## config.mk

```make
export PLATFORM = sky130hd
export DESIGN_NAME = rppc_div_stage
export DESIGN_NICKNAME = d
export VERILOG_FILES = /design/src/rtl/assert_macros.svh /design/src/rtl/rppc_pkg.sv /design/src/rtl/rppc_div_stage.sv
export SDC_FILE = /design/constraint.sdc
export NUM_CORES = 1
export LEC_CHECK = 0
export BUFFER_PORTS_ARGS = -buffer_cell sky130_fd_sc_hd__buf_2
export CORE_ASPECT_RATIO = 0.5
export CORE_UTILIZATION = 45
export CTS_CLUSTER_SIZE = 12
export DETAILED_ROUTE_END_ITERATION = 10
export HOLD_SLACK_MARGIN = 0.06
export PLACE_DENSITY = 0.83
export SYNTH_ARGS = -nofsm -noshare
export SYNTH_HDL_FRONTEND = slang
export SYNTH_SLANG_ARGS = --single-unit
export TNS_END_PERCENT = 100
```

## constraint.sdc

```tcl
create_clock -name clk -period 9.34 [get_ports clk]
set_input_delay 0.467 -clock clk [delete_from_list [all_inputs] [get_ports clk]]
set_output_delay 0.467 -clock clk [all_outputs]
set_load 0.02 [all_outputs]
```

## src/rtl/assert_macros.svh

```systemverilog
// Assertion macros shared by the RTL of the pixel point converter.
// Depends on nothing; included by files that carry concurrent assertions.
`ifndef ASSERT_MACROS_SVH
`define ASSERT_MACROS_SVH

// Check a property on every clock edge outside reset.
`define RPPC_ASSERT(lbl, clk, rst_n, prop, msg) \
  lbl: assert property (@(posedge clk) disable iff (!(rst_n)) (prop)) else $error(msg);

// Check that a condition implies another on the same edge.
`define RPPC_ASSERT_IMPL(lbl, clk, rst_n, ante, cons, msg) \
  `RPPC_ASSERT(lbl, clk, rst_n, (ante) |-> (cons), msg)

`endif

```

## src/rtl/rppc_pkg.sv

```systemverilog
// Types and constants of the RGB pixel point converter.
// No dependencies; imported by every module of the block.
`default_nettype none
package rppc_pkg;

  typedef enum logic [2:0] {
    MODE_BIN    = 3'd0,
    MODE_GRAY   = 3'd1,
    MODE_ISOL   = 3'd2,
    MODE_REMOVE = 3'd3,
    MODE_SEPIA  = 3'd4
  } mode_t;

  localparam logic [1:0] CFG_MODE    = 2'd0;
  localparam logic [1:0] CFG_MAX     = 2'd1;
  localparam logic [1:0] CFG_GRAYMAX = 2'd2;
  localparam logic [1:0] CFG_CHANNEL = 2'd3;

  localparam logic [1:0] CH_RED   = 2'd0;
  localparam logic [1:0] CH_GREEN = 2'd1;
  localparam logic [1:0] CH_BLUE  = 2'd2;

  // floor(x / 1000) == (x * REC_M) >> REC_SH for every x below 2^27
  localparam logic [27:0] REC_M  = 28'd137438954;
  localparam int          REC_SH = 37;

  // Restoring divider: 16 quotient bits, two per stage
  localparam int QBITS      = 16;
  localparam int DIV_STEPS  = 2;
  localparam int DIV_STAGES = QBITS / DIV_STEPS;

  typedef struct packed {
    logic [15:0] red;
    logic [15:0] green;
    logic [15:0] blue;
  } pix_in_t;

  typedef struct packed {
    logic [15:0] out_red;
    logic [15:0] out_green;
    logic [15:0] out_blue;
    logic [15:0] out_mono;
  } pix_out_t;

  typedef struct packed {
    logic [2:0]  mode;
    logic [15:0] max_value;
    logic [15:0] gray_max;
    logic [1:0]  channel;
  } cfg_t;

  // State of one pixel once past the front stages
  typedef struct packed {
    pix_in_t          px;
    logic [2:0][15:0] sep;
    logic             bin;
    logic             ovf;
    logic [17:0]      rem;
    logic [15:0]      dlo;
    logic [15:0]      quo;
  } pipe_t;

  // Sepia row dot product in thousandths
  function automatic logic [26:0] sep_dot(input logic [1:0] row, input pix_in_t p);
    logic [26:0] r;
    logic [26:0] g;
    logic [26:0] b;
    r = 27'(p.red);
    g = 27'(p.green);
    b = 27'(p.blue);
    case (row)
      CH_RED:   sep_dot = 27'd393 * r + 27'd769 * g + 27'd189 * b;
      CH_GREEN: sep_dot = 27'd349 * r + 27'd686 * g + 27'd168 * b;
      CH_BLUE:  sep_dot = 27'd272 * r + 27'd534 * g + 27'd131 * b;
      default:  sep_dot = '0;
    endcase
  endfunction

endpackage
`default_nettype wire

```

## src/rtl/rppc_div_stage.sv

```systemverilog
// One stage of the restoring divider for the grayscale level.
// Depends on rppc_pkg.
`default_nettype none
module rppc_div_stage (
  input  wire logic            clk,
  input  wire logic            rst_n,
  input  wire logic            adv,
  input  wire logic [17:0]     dvsr,
  input  wire logic            vld_i,
  input  wire rppc_pkg::pipe_t pipe_i,
  output logic                 vld_o,
  output rppc_pkg::pipe_t      pipe_o
);
  import rppc_pkg::*;

  logic  vld_r;
  pipe_t p_r, p_nxt;
  logic [18:0] trial;

  always_comb begin
    p_nxt = pipe_i;
    trial = '0;
    for (int s = 0; s < DIV_STEPS; s++) begin
      trial = {p_nxt.rem, p_nxt.dlo[15]};
      p_nxt.dlo = {p_nxt.dlo[14:0], 1'b0};
      if (trial >= 19'(dvsr)) begin
        p_nxt.rem = 18'(trial - 19'(dvsr));
        p_nxt.quo = {p_nxt.quo[14:0], 1'b1};
      end else begin
        p_nxt.rem = trial[17:0];
        p_nxt.quo = {p_nxt.quo[14:0], 1'b0};
      end
    end
  end

  always_ff @(posedge clk) begin
    if (!rst_n) begin
      vld_r <= 1'b0;
    end else if (adv) begin
      vld_r <= vld_i;
    end
  end

  always_ff @(posedge clk) begin
    if (adv) begin
      p_r <= p_nxt;
    end
  end

  assign vld_o  = vld_r;
  assign pipe_o = p_r;

endmodule
`default_nettype wire

```

After elaboration in Yosys (flattened, before gate mapping)
Index checks and enable logic that the tools add are counted.
{"block": "classes", "n_addsub": 2, "n_mul": 0, "n_div": 0, "magnitude_cmp": 2, "n_eq_ne": 0, "shifts": 0, "n_mux": 4, "n_bitwise": 0, "reduce_logical": 0}
{"operator": "$ge 19x18->1", "n": 2}
{"operator": "$mux 18", "n": 2}
{"operator": "$sub 18x18->18", "n": 2}
{"operator": "$mux 1", "n": 2}
{"block": "word_totals", "ff_bits": 147, "latchBits": 0, "ram_bits": 0, "romBits": 0, "inputBits": 170, "output_inout_bits": 149, "wordCells": 20, "mem_count": 0}

Depth between registers and ports, before layout
{"block": "logic_depth", "word_depth": 4, "ltp_mapped": 21, "mapped_depth_nobuf": 19}

Worst setup path before layout
OpenSTA, ideal clock, no wires.
{"block": "synth_path", "kind": "input-to-reg", "startpoint": "in dvsr[2]", "endpoint": "reg p_r, in the netlist pipe_o[42] (data pin)", "setup_time_ps": 260, "arrival_ps": 4603, "required_ps": 9080, "setup_slack_ps": 4477, "cell_stages": 21, "path_buffers": 2, "path_cell_list": "inv_1 -> ha_1 -> nor2_1 -> a211oi_2 -> o211ai_1 -> a31oi_2 -> a2bb2oi_2 -> buf_6 -> nand2_1 -> o21ai_0 -> inv_1 -> ha_1 -> nor2b_1 -> o31a_1 -> o31ai_2 -> and2_2 -> a211o_1 -> a31oi_1 -> a211oi_4 -> buf_6 -> mux2_4"}
{"item": "start, declared", "line": "rppc_div_stage.sv:8", "source": "input wire logic [17:0] dvsr,"}
{"item": "end signal, assigned", "line": "rppc_div_stage.sv:46", "source": "p_r <= p_nxt;"}
{"item": "end, declared", "line": "rppc_div_stage.sv:17", "source": "pipe_t p_r, p_nxt;"}

==> flow_summary.ini <==
[detailed_routing]
drt-initial-drc-count = 299
viasPerCell = 4.96
drt-total-wl_um = 17000
wl_per_cell_um = 17.3
vias = 4862
dr.pass1.iters = 5
ant_nets = 0
post-route-drc-count = 0

[final_layout]
antennaDiodeCount = 0
multi_input_area_mm2 = 0.00204
nets = 983
n_fill_cell = 1079
regArea_mm2 = 0.00440
syn_to_final_growth_pct = 35.9
drive_above_1_share_pct = 48.5
final_util_pct = 64.5

[setup_path]
worstPathArrival_ns = 5.77
crit_fanout = 26
reg2reg_depth = 2
endpoint_kind = register
cpMaxStageDelayCell = a211oi_4
crit_cells = 21
critPathBufInv = 4
slowest_delay_ns = 1.04
cp.required_ns = 9.49
critical-path-top-delay-family = compound AO/OA/AOI/OAI gates
crit_type = input pin to register
path_cells = buf_2 > inv_1 > ha_1 > nand4_1 > nor4_1 > nand4_1 > nand3b_1 > a2bb2oi_2 > buf_4 > nand2_1 > o21ai_0 > inv_1 > ha_1 > nor2b_1 > o31a_1 > o31ai_2 > and2_2 > a211o_1 > a31oi_1 > a211oi_4 > mux2_2
critPathLaunchType = input pin

[synthesis]
synth_largest_type_area_fraction_pct = 66.4
synthDistinctLibCells = 54
synthArstFlopShare_pct = 0
yosysMostFrequentCell = edfxtp_1
synthesis.area_mm2 = 0.00661
synth_top_flop_cell = edfxtp_1
synthCells = 444
synth_warnings = 0
synth.top_cells.by_count = edfxtp_1 (146), ha_1 (36), inv_1 (32), nor2_1 (32), a21oi_1 (28)
yosys-top-cells-area = edfxtp_1 (66%), ha_1 (6.8%), mux2_2 (2.9%)
ys_seq_area_share_pct = 66.7
synth_area_leader_cell = edfxtp_1
avgSynthCellArea_um2 = 14.9
synth_edf_count = 146
ys_ff_latch = 147

[timing]
min_period_over_period_pct = 60.2
setup_viol = 0
rsz0062_at_grt = false
fin_crit_ns = 5.62
fin_skew_ns = 0
relSlewSlack_pct = 17.1
worst_pin_slew_ns = 1.24
drv_slew = 0
hold_viol = 0
fin_tns_setup_ns = 0
max_freq_mhz = 178

[global_route]
grt_util_met2_pct = 39.5
grt_pass1_wl_um = 25500
first_global_vias = 4763
grt_overflow = 0
use_met1_pct = 27.3
grt_usage_pct = 22.2
antenna_found_initial = 0
use_met3_pct = 4.82
grt-busiest-layer = met2
grt_max_degree = 84

[cts]
cts_tree = built
post_cts_buffers = 0
cts_hold_buffers = 0
clock_latency_ns = 0.40
path_clk_slew_ns = 0.07
ctsResizeCount = 0
clock-sinks = 147
htree_levels = 4
clock_path_buffers = 2
clockRootBuffer = clkbuf_16
numCtsBuffers = 17

[placement]
dp_hpwl_um = 13200
numPortBuffers = 314
gp_congestion = 0.868

[floorplanning]
io_pins = 319
start_util_pct = 47.4
die_w_um = 173
core-area_mm2 = 0.0139
die_area_mm2 = 0.0152
rows = 30
die_h_um = 87.7

[power_and_ir_drop]
p_leak_nw = 4.01
p_per_area_mw_per_mm2 = 226
ir_drop_v = 0.000117

[min_path]
hold_class = input pin to register
worstHoldPathCells = 1

[run]
drv_cap = 0

[run_status]
status = finished clean
[cell usage in the layout, fill, tap and decap left out, types with 2 or more instances in the layout]
| cell type | instances |
|---|---|
| buf_2 | 313 |
| o21a_1 | 7 |
| a21o_1 | 10 |
| o21bai_1 | 2 |
| ha_1 | 36 |
| xor2_1 | 6 |
| nor3_1 | 3 |
| a21boi_0 | 2 |
| mux2_4 | 6 |
| a31oi_1 | 4 |
| xnor2_1 | 21 |
| o211ai_1 | 2 |
| nand3b_1 | 2 |
| nor2b_1 | 3 |
| nand3_1 | 2 |
| buf_4 | 2 |
| mux2i_1 | 5 |
| nor2_1 | 32 |
| nand2_1 | 17 |
| mux2_2 | 17 |
| clkinv_4 | 2 |
| fa_1 | 2 |
| conb_1 | 2 |
| edfxtp_1 | 146 |
| inv_1 | 32 |
| o21ai_0 | 14 |
| inv_8 | 3 |
| clkbuf_16 | 17 |
| nand4_1 | 7 |
| nand2b_1 | 4 |
| a21oi_1 | 28 |
| o31ai_1 | 3 |
| inv_6 | 6 |
[metal layers]
metal	part of all wire, %	wire length [um]
met4	1.9	320
met2	52	8790
met1	42	7100
met3	4.7	793
met5	0	0
[final timing paths]
| kind | end | slack, ns | from |
|---|---|---|---|
| worst max-delay path | pipe_o[49] | 3.72 | dvsr[8] |
| worst min-delay path | pipe_o[81] | 0.23 | pipe_i[81] |
| worst max register to register | vld_o | 8.74 | vld_o |
| worst min register to register | vld_o | 0.54 | vld_o |
[cells by family after synthesis]
| family | after synthesis | share of synthesized area (%) |
|---|---|---|
| AND/OR/NAND/NOR | 77 | 5.44 |
| XOR/XNOR | 27 | 3.58 |
| buffers and inverters | 37 | 2.56 |
| AO/OA/AOI/OAI | 89 | 9.26 |
| other | 1 | 0.0568 |
| adder cells (fa/ha/maj) | 38 | 7.42 |
| flip-flops | 147 | 66.7 |
| multiplexers | 28 | 5.02 |
[flip-flops by register name, summed over array words and instances (netlist names)]
name,flops
pipe_o,146
vld_o,1
[final cells by class]
| cell class | count | share of cell area, % |
|---|---|---|
| Sequential cell | 147 | 49.0 |
| Multi-Input combinational cell | 261 | 22.7 |
| Timing Repair Buffer | 316 | 17.7 |
| Clock buffer | 17 | 4.74 |
| Tap cell | 192 | 2.67 |
| Clock inverter | 15 | 1.80 |
| Inverter | 32 | 1.34 |
[stage by stage]
step | setup WS (ns) | std cells | power [mW] | area (um2) | hold slack, ns
CTS | 3.78 | 980 | 2.05 | 8980 | 0.216
finish | 3.72 | 980 | 2.03 | 8980 | 0.234
floorplan | 4.48 | 445 | 1.20 | 6610 | 0.566
detailed placement | 3.41 | 948 | 1.37 | 8390 | 0.537
global placement | 3.50 | 948 | 1.36 | 8390 | 0.494
global route | 3.39 | 980 | 2.12 | 8980 | 0.204
[worst register-to-register path: cells and delay by family (launching register included)]
family | cells | cell delay [ns]
and+or+nand+nor | 1 | 0.07
muxes | 1 | 0.13
DFF | 1 | 0.30
[power by group]
group | internal (mW) | switching, mW | total, mW
clock | 0.380 | 0.287 | 0.667
combinational | 0.222 | 0.310 | 0.532
sequential | 0.817 | 0.0167 | 0.833
total | 1.42 | 0.614 | 2.03
No activity file was read; power rests on OpenSTA's default activity.
