File: src/rtl/assert_macros.svh
// Assertion macros shared by the RTL of the pixel point converter.
// Depends on nothing; included by files that carry concurrent assertions.
`ifndef ASSERT_MACROS_SVH
`define ASSERT_MACROS_SVH

// Check a property on every clock edge outside reset.
`define RPPC_ASSERT(lbl, clk, rst_n, prop, msg) \
  lbl: assert property (@(posedge clk) disable iff (!(rst_n)) (prop)) else $error(msg);

// Check that a condition implies another on the same edge.
`define RPPC_ASSERT_IMPL(lbl, clk, rst_n, ante, cons, msg) \
  `RPPC_ASSERT(lbl, clk, rst_n, (ante) |-> (cons), msg)

`endif

File: src/rtl/rppc_pkg.sv
// Types and constants of the RGB pixel point converter.
// No dependencies; imported by every module of the block.
`default_nettype none
package rppc_pkg;

  typedef enum logic [2:0] {
    MODE_BIN    = 3'd0,
    MODE_GRAY   = 3'd1,
    MODE_ISOL   = 3'd2,
    MODE_REMOVE = 3'd3,
    MODE_SEPIA  = 3'd4
  } mode_t;

  localparam logic [1:0] CFG_MODE    = 2'd0;
  localparam logic [1:0] CFG_MAX     = 2'd1;
  localparam logic [1:0] CFG_GRAYMAX = 2'd2;
  localparam logic [1:0] CFG_CHANNEL = 2'd3;

  localparam logic [1:0] CH_RED   = 2'd0;
  localparam logic [1:0] CH_GREEN = 2'd1;
  localparam logic [1:0] CH_BLUE  = 2'd2;

  // floor(x / 1000) == (x * REC_M) >> REC_SH for every x below 2^27
  localparam logic [27:0] REC_M  = 28'd137438954;
  localparam int          REC_SH = 37;

  // Restoring divider: 16 quotient bits, two per stage
  localparam int QBITS      = 16;
  localparam int DIV_STEPS  = 2;
  localparam int DIV_STAGES = QBITS / DIV_STEPS;

  typedef struct packed {
    logic [15:0] red;
    logic [15:0] green;
    logic [15:0] blue;
  } pix_in_t;

  typedef struct packed {
    logic [15:0] out_red;
    logic [15:0] out_green;
    logic [15:0] out_blue;
    logic [15:0] out_mono;
  } pix_out_t;

  typedef struct packed {
    logic [2:0]  mode;
    logic [15:0] max_value;
    logic [15:0] gray_max;
    logic [1:0]  channel;
  } cfg_t;

  // State of one pixel once past the front stages
  typedef struct packed {
    pix_in_t          px;
    logic [2:0][15:0] sep;
    logic             bin;
    logic             ovf;
    logic [17:0]      rem;
    logic [15:0]      dlo;
    logic [15:0]      quo;
  } pipe_t;

  // Sepia row dot product in thousandths
  function automatic logic [26:0] sep_dot(input logic [1:0] row, input pix_in_t p);
    logic [26:0] r;
    logic [26:0] g;
    logic [26:0] b;
    r = 27'(p.red);
    g = 27'(p.green);
    b = 27'(p.blue);
    case (row)
      CH_RED:   sep_dot = 27'd393 * r + 27'd769 * g + 27'd189 * b;
      CH_GREEN: sep_dot = 27'd349 * r + 27'd686 * g + 27'd168 * b;
      CH_BLUE:  sep_dot = 27'd272 * r + 27'd534 * g + 27'd131 * b;
      default:  sep_dot = '0;
    endcase
  endfunction

endpackage
`default_nettype wire

File: src/rtl/rppc_front.sv
// Front three stages: sums, products, sepia scaling and divider setup.
// Depends on rppc_pkg.
`default_nettype none
module rppc_front #(
  parameter int SAMPLE_BITS = 16
) (
  input  wire logic             clk,
  input  wire logic             rst_n,
  input  wire logic             adv,
  input  wire rppc_pkg::cfg_t   cfg,
  input  wire logic             in_vld,
  input  wire rppc_pkg::pix_in_t in_pix,
  output logic                  vld_o,
  output rppc_pkg::pipe_t       pipe_o
);
  import rppc_pkg::*;

  localparam logic [15:0] SMASK = 16'((32'd1 << SAMPLE_BITS) - 32'd1);

  // stage 1
  logic             vld1_r;
  pix_in_t          px1_r, px1_nxt;
  logic [17:0]      sum1_r;
  logic [2:0][26:0] sep1_r;
  // stage 2
  logic             vld2_r;
  pix_in_t          px2_r;
  logic [33:0]      gprod2_r;
  logic [2:0][16:0] sepq2_r, sepq2_nxt;
  logic             bin2_r;
  // stage 3
  logic             vld3_r;
  pipe_t            p3_r, p3_nxt;

  logic [54:0] recp [3];
  logic [17:0] dvsr;
  logic [17:0] hi;

  always_comb begin
    px1_nxt.red   = in_pix.red & SMASK;
    px1_nxt.green = in_pix.green & SMASK;
    px1_nxt.blue  = in_pix.blue & SMASK;
  end

  always_comb begin
    for (int k = 0; k < 3; k++) begin
      recp[k]      = 55'(sep1_r[k]) * 55'(REC_M);
      sepq2_nxt[k] = 17'(recp[k] >> REC_SH);
    end
  end

  always_comb begin
    dvsr          = 18'(cfg.max_value) * 18'd3;
    hi            = gprod2_r[33:16];
    p3_nxt.px     = px2_r;
    p3_nxt.bin    = bin2_r;
    for (int k = 0; k < 3; k++) begin
      // clamp to max_value, then mask to the sample width
      if (sepq2_r[k] > 17'(cfg.max_value)) begin
        p3_nxt.sep[k] = cfg.max_value & SMASK;
      end else begin
        p3_nxt.sep[k] = sepq2_r[k][15:0] & SMASK;
      end
    end
    // quotient of 2^16 or more saturates anyway; zero divisor lands here too
    p3_nxt.ovf    = (hi >= dvsr);
    p3_nxt.rem    = hi;
    p3_nxt.dlo    = gprod2_r[15:0];
    p3_nxt.quo    = '0;
  end

  always_ff @(posedge clk) begin
    if (!rst_n) begin
      vld1_r <= 1'b0;
      vld2_r <= 1'b0;
      vld3_r <= 1'b0;
    end else if (adv) begin
      vld1_r <= in_vld;
      vld2_r <= vld1_r;
      vld3_r <= vld2_r;
    end
  end

  always_ff @(posedge clk) begin
    if (adv) begin
      px1_r    <= px1_nxt;
      sum1_r   <= 18'(px1_nxt.red) + 18'(px1_nxt.green) + 18'(px1_nxt.blue);
      for (int k = 0; k < 3; k++) begin
        sep1_r[k] <= sep_dot(2'(k), px1_nxt);
      end
      px2_r    <= px1_r;
      gprod2_r <= 34'(sum1_r) * 34'(cfg.gray_max);
      sepq2_r  <= sepq2_nxt;
      bin2_r   <= ({1'b0, sum1_r} << 1) > (19'(cfg.max_value) * 19'd3) ? 1'b0 : 1'b1;
      p3_r     <= p3_nxt;
    end
  end

  assign vld_o  = vld3_r;
  assign pipe_o = p3_r;

endmodule
`default_nettype wire

File: config.mk
export PLATFORM = sky130hd
export DESIGN_NAME = rppc_front
export DESIGN_NICKNAME = d
export VERILOG_FILES = /design/src/rtl/assert_macros.svh /design/src/rtl/rppc_pkg.sv /design/src/rtl/rppc_front.sv
export SDC_FILE = /design/constraint.sdc
export NUM_CORES = 2
export LEC_CHECK = 0
export BUFFER_PORTS_ARGS = -buffer_cell sky130_fd_sc_hd__clkbuf_2
export CORE_MARGIN = 4
export CORE_UTILIZATION = 51
export CTS_CLUSTER_DIAMETER = 120
export DETAILED_ROUTE_END_ITERATION = 10
export GPL_TIMING_DRIVEN = 0
export PLACE_DENSITY = 0.7
export REMOVE_ABC_BUFFERS = 1
export SLEW_MARGIN = 0
export SYNTH_ARGS = -nofsm -noshare
export SYNTH_HDL_FRONTEND = slang
export SYNTH_SLANG_ARGS = --single-unit
File: constraint.sdc
create_clock -name clk -period 7.5 [get_ports clk]
set_input_delay 0.375 -clock clk [delete_from_list [all_inputs] [get_ports clk]]
set_output_delay 0.375 -clock clk [all_outputs]
set_load 0.05 [all_outputs]
## Word-level counts from Yosys, hierarchy flattened

Cells that the tools add are included.

- $add $sub $neg: 8
- Multiply operators: 15
- Magnitude comparators: 5
- Multiplexer cells: 4

Operators by type and width:

| kind | number |
|---|---|
| $mul A27 B27 Y53 const B | 3 |
| $mul A9 B16 Y25 const A | 4 |
| $add A25 B26 Y27 | 3 |
| $add A27 B24 Y27 | 3 |
| $gt A17 B16 Y1 | 3 |
| $mul A8 B16 Y24 const A | 2 |
| $mux W16 | 3 |
| $mul A5 B16 Y21 const A | 2 |
| $mul A16 B2 Y18 const B | 2 |
| $mul A18 B16 Y34 | 1 |
| $mul A10 B16 Y26 const A | 1 |
| $gt A19 B18 Y1 | 1 |
| $add A17 B16 Y18 | 1 |
| $ge A18 B18 Y1 | 1 |
| $add A16 B16 Y17 | 1 |
| $mux W1 | 1 |

- Flip-flop bits (word level): 416
- Input bits: 89
- Output and inout bits: 149
- Logic and storage cells: 60

## Logic depth before layout (Yosys ltp)

- Depth after elaboration: 3
- Mapped depth: 31
- Depth with buffers taken out: 31

## Least setup slack after synthesis

OpenSTA, ideal clock, no wires.

- Path kind: input -> register
- Start point: in in_pix[18] in the netlist's numbering
- End point: reg sep1_r[53] in the netlist's numbering, data pin
- Arrival: 7,270 ps
- Data required time: 7,243 ps
- Setup slack: -27 ps
- Cell stages on the path: 29
- Buffers on the path: 0
- Path through: inv_1 -> fa_1 -> inv_1 -> ha_1 -> ha_1 -> ha_1 -> ha_1 -> fa_1 -> a21o_1 -> a21oi_1 -> o21ai_0 -> o41a_1 -> and2_1 -> o21a_1 -> o21ai_0 -> fa_1 -> fa_1 -> fa_1 -> inv_1 -> ha_1 -> a21o_1 -> a21oi_1 -> inv_1 -> o41ai_1 -> o2111ai_1 -> nand4_1 -> nand2_1 -> o31a_1 -> xor2_1

- Word-level cells in the longest chain between the ends: 3

Ends and longest elaborated chain:

| what | RTL line | text |
|---|---|---|
| from (decl) | rppc_front.sv:12 | `input wire rppc_pkg::pix_in_t in_pix,` |
| $mul A9 B16 Y25 | rppc_pkg.sv:73 | `CH_GREEN: sep_dot = 27'd349 * r + 27'd686 * g + 27'd168 * b;` |
| $add A25 B26 Y27 | rppc_pkg.sv:73 |  |
| $add A27 B24 Y27 | rppc_pkg.sv:73 |  |
| to (signal, indexed assignment) | rppc_front.sv:89 | `sep1_r[k] <= sep_dot(2'(k), px1_nxt);` |
| to (decl) | rppc_front.sv:24 | `logic [2:0][26:0] sep1_r;` |

Every way passes these cells.
A chain may end at the register's enable or synchronous reset.

## Final worst setup path

- Start point: in in_pix[19] in the netlist's numbering
- End point: reg sep1_r[53] in the netlist's numbering, data pin

Same word-level chain as after synthesis.

==> flow_summary.toml <==
[setup_path]
cp_slowest_cell = "sky130_fd_sc_hd__fa_1"
critical_path.max_fanout = 12
critical_path_required_ns = 7.87
data_arrival_time_of_the_critical_path_ns = 7.77
timing.setup.critical_path_class = "input pin to flop"
critPathMostFrequentCell = "sky130_fd_sc_hd__fa_1"
startpoint = "in_pix[19]"
critical_path.reg2reg.startpoint = "sep1_r[52]$_DFFE_PP_"
worst_setup_path_start_kind = "input pin"
setup.worst_path.end_class = "flop"
crit_path_max_incr_delay_ns = 0.55

[routing]
num_vias = 51300
post_route_ant_nets = 0
finalWirelength_um = 199000
drc = 0
drt-pass1-iter-count = 6
vias_per_cell = 5.39
wire_per_inst_um = 20.9
detail_route.iter0.violations = 3342

[floorplanning]
ioPinCount = 238
initial_core_util_pct = 51.4
floorplan.die_area_um2 = 157000
fp-row-count = 142
core-area_um2 = 150000
die_width_um = 397
die-height_um = 397

[cts]
master_cell_of_the_clock_root_buffer = "sky130_fd_sc_hd__clkbuf_16"
cts_inserted_buffers = 51
ctsLongestPathBuffers = 3
clock_slew_seen_by_the_registers_of_the_worst_setup_and_hold_paths_ns = 0.06
cts_max_level = 2
cts_tree = "yes"
clock_sink_count = 413
worstSkewPairLatency_ns = 0.65

[synth]
synth_top_cell_area_share_pct = 33.7
mappedNetlistArea_um2 = 77000
synthesis.yosys.warnings = 0
synth-edff-count = 410
post_synth_num_cell_types = 72
yosysSeqAreaShare_pct = 16.1
synth.area.top_cells = "sky130_fd_sc_hd__fa_1 34%, sky130_fd_sc_hd__ha_1 26%, sky130_fd_sc_hd__edfxtp_1 16%"
netlist_instances = 7183
ys_dominant_reg_cell = "sky130_fd_sc_hd__edfxtp_1"
asyncSetResetFlopFracSynth_pct = 0
synth.avg_cell_area_um2 = 10.7
synth_top_cell_by_area = "sky130_fd_sc_hd__fa_1"
synth_seq_cells = 413

[sta]
period_minus_slack_ns = 7.39
fin_setup_tns_ns = 0
timing.fmax_mhz = 135
setup_viol = 0
finalClockSkew_ns = 0.0153
number_of_endpoints_with_negative_hold_slack_in_the_final_report = 0
max_slew.worst_pin.slew_ns = 1.06
hold_slack_ns = 0.0701
relSlewSlack_pct = 29.2
final_min_period_over_clock_period_pct = 98.6
rsz_0062_raised_after_global_routing = "yes"
final-max-slew-violation-count = 0
postLayoutSetupSlackWorst_ns = 0.107

[run_status]
status = "completed"

[layout]
fin_cells = 9526
drive_above_1_share_pct = 5.91
syn_to_final_growth_pct = 8.16
finalNetCount = 10400
final_cell_mix = "1929 x sky130_fd_sc_hd__inv_1, 1572 x sky130_fd_sc_hd__ha_1, 1297 x sky130_fd_sc_hd__fa_1"
layout_commonest_cell = "sky130_fd_sc_hd__inv_1"

[hold_path]
hold_path.class = "input pin to flop"
origin_of_the_worst_min_delay_path = "in_pix[22]"

[place]
detailedPlacementHpwl_um = 168000
numPortBuffers = 216
place_congestion = 0.979
place.detailed.instances = 9357
pre_cts_ws_ns = -2.10

[global_route]
overflow = 0
first_global_vias = 54600
grt_first_pass_wirelength_um = 313000
grt_max_degree = 115
grt_util_all_layers_pct = 25.9
grt_antenna_before_repair = 22

[flow_run]
cap_violations = 0
==> cell families after synthesis <==
| kind of cell | synth area share [%] |
|---|---|
| adders and majority gates | 59.3 |
| buffers and inverters | 9.90 |
| and+or+nand+nor | 5.89 |
| AOI/OAI and AO/OA | 6.05 |
| DFF | 16.1 |
| xor gates and xnor gates | 2.48 |
| muxes | 0.287 |
| other | 0.00487 |
==> synthesized netlist by cell type (8+ instances only) <==
library cell                instances
sky130_fd_sc_hd__o211ai_1          29
sky130_fd_sc_hd__edfxtp_1         410
sky130_fd_sc_hd__o2111ai_1          9
sky130_fd_sc_hd__mux2_2            17
sky130_fd_sc_hd__a211o_1            9
sky130_fd_sc_hd__a21oi_1          205
sky130_fd_sc_hd__nor2_1           144
sky130_fd_sc_hd__xnor2_1          146
sky130_fd_sc_hd__fa_1            1298
sky130_fd_sc_hd__clkbuf_1          66
sky130_fd_sc_hd__nand2_1          339
sky130_fd_sc_hd__and3_1            19
sky130_fd_sc_hd__nand3b_1          34
sky130_fd_sc_hd__or3_1             11
sky130_fd_sc_hd__nor3_1            47
sky130_fd_sc_hd__o31ai_1            9
sky130_fd_sc_hd__inv_1           1933
sky130_fd_sc_hd__nand2b_1          33
sky130_fd_sc_hd__nand4_1           42
sky130_fd_sc_hd__o21bai_1          27
sky130_fd_sc_hd__a21o_1           124
sky130_fd_sc_hd__o21ai_0          145
sky130_fd_sc_hd__nor2b_1           40
sky130_fd_sc_hd__a211oi_1          26
sky130_fd_sc_hd__xor2_1            72
sky130_fd_sc_hd__buf_4             16
sky130_fd_sc_hd__o21a_1            42
sky130_fd_sc_hd__and4_1             8
sky130_fd_sc_hd__a21boi_0          13
sky130_fd_sc_hd__o41ai_1           12
sky130_fd_sc_hd__nand3_1           52
sky130_fd_sc_hd__or2_2              8
sky130_fd_sc_hd__and2_1           117
sky130_fd_sc_hd__ha_1            1575
==> per-stage QoR <==
stage	util, %	cell area, µm²
final	55.6	83300
after global routing	55.5	83300
after CTS	55.1	82600
after detailed placement	53.7	80500
after global placement	53.6	80300
after floorplan	-	76700
==> cell type report <==
| class | instances | area [µm²] |
|---|---|---|
| multi-input combinational | 4769 | 57300 |
| timing repair buffer | 291 | 2090 |
| inverter | 1933 | 7260 |
| antenna | 10 | 25.0 |
| fill | 12800 | 66600 |
| sequential | 413 | 12400 |
| clock inverter | 34 | 355 |
| clock buffer | 60 | 1350 |
| tap | 2016 | 2520 |
==> registers in the layout, summed over array words and instances (netlist names) <==
name      flops
gprod2_r     34
px1_r        48
vld2_r        1
pipe_o      132
vld_o         1
sepq2_r      51
bin2_r        1
sep1_r       78
p3_nxt       48
sum1_r       18
vld1_r        1
==> worst paths after layout <==
path | slack, ns | cells after the start | end
worst min register to register | 0.41 | 0 | pipe_o[138]$_DFFE_PP_
worst min-delay path | 0.07 | 1 | px1_r[22]$_DFFE_PP_
worst max-delay path | 0.11 | 29 | sep1_r[53]$_DFFE_PP_
worst max register to register | 0.22 | 22 | sepq2_r[31]$_DFFE_PP_
==> layer usage <==
layer | part of all wire, % | wire [µm] | track usage (%) | vias up
met1 | 43 | 85900 | 35.8 | 25900
met2 | 46 | 91500 | 41.5 | 1593
met3 | 7.9 | 15700 | 5.39 | 300
met5 | 0.069 | 138 | 0 | -
li1 | - | - | - | 23500
met4 | 2.9 | 5780 | 7.05 | 20
==> critical path, delay by kind of cell <==
kind            cells  cell delay, ns
fa+ha+maj           9            3.72
compound gates     11            2.57
buf+inv             5            0.47
simple gates        3            0.41
xor+xnor            1            0.20
==> repair_timing <==
item                                    4_1_cts  5_1_grt
resized for setup                            36       37
gates cloned                                  0        0
pin swaps                                     4       17
buffers inserted                             11       51
hold buffers                                  2        1
endpoints found under the setup margin       26       26
hold endpoints to repair                      3        1
Power is left out: the tool's default activity adds up to more than one toggle a clock period on the data nets, which glitch-free logic cannot reach.
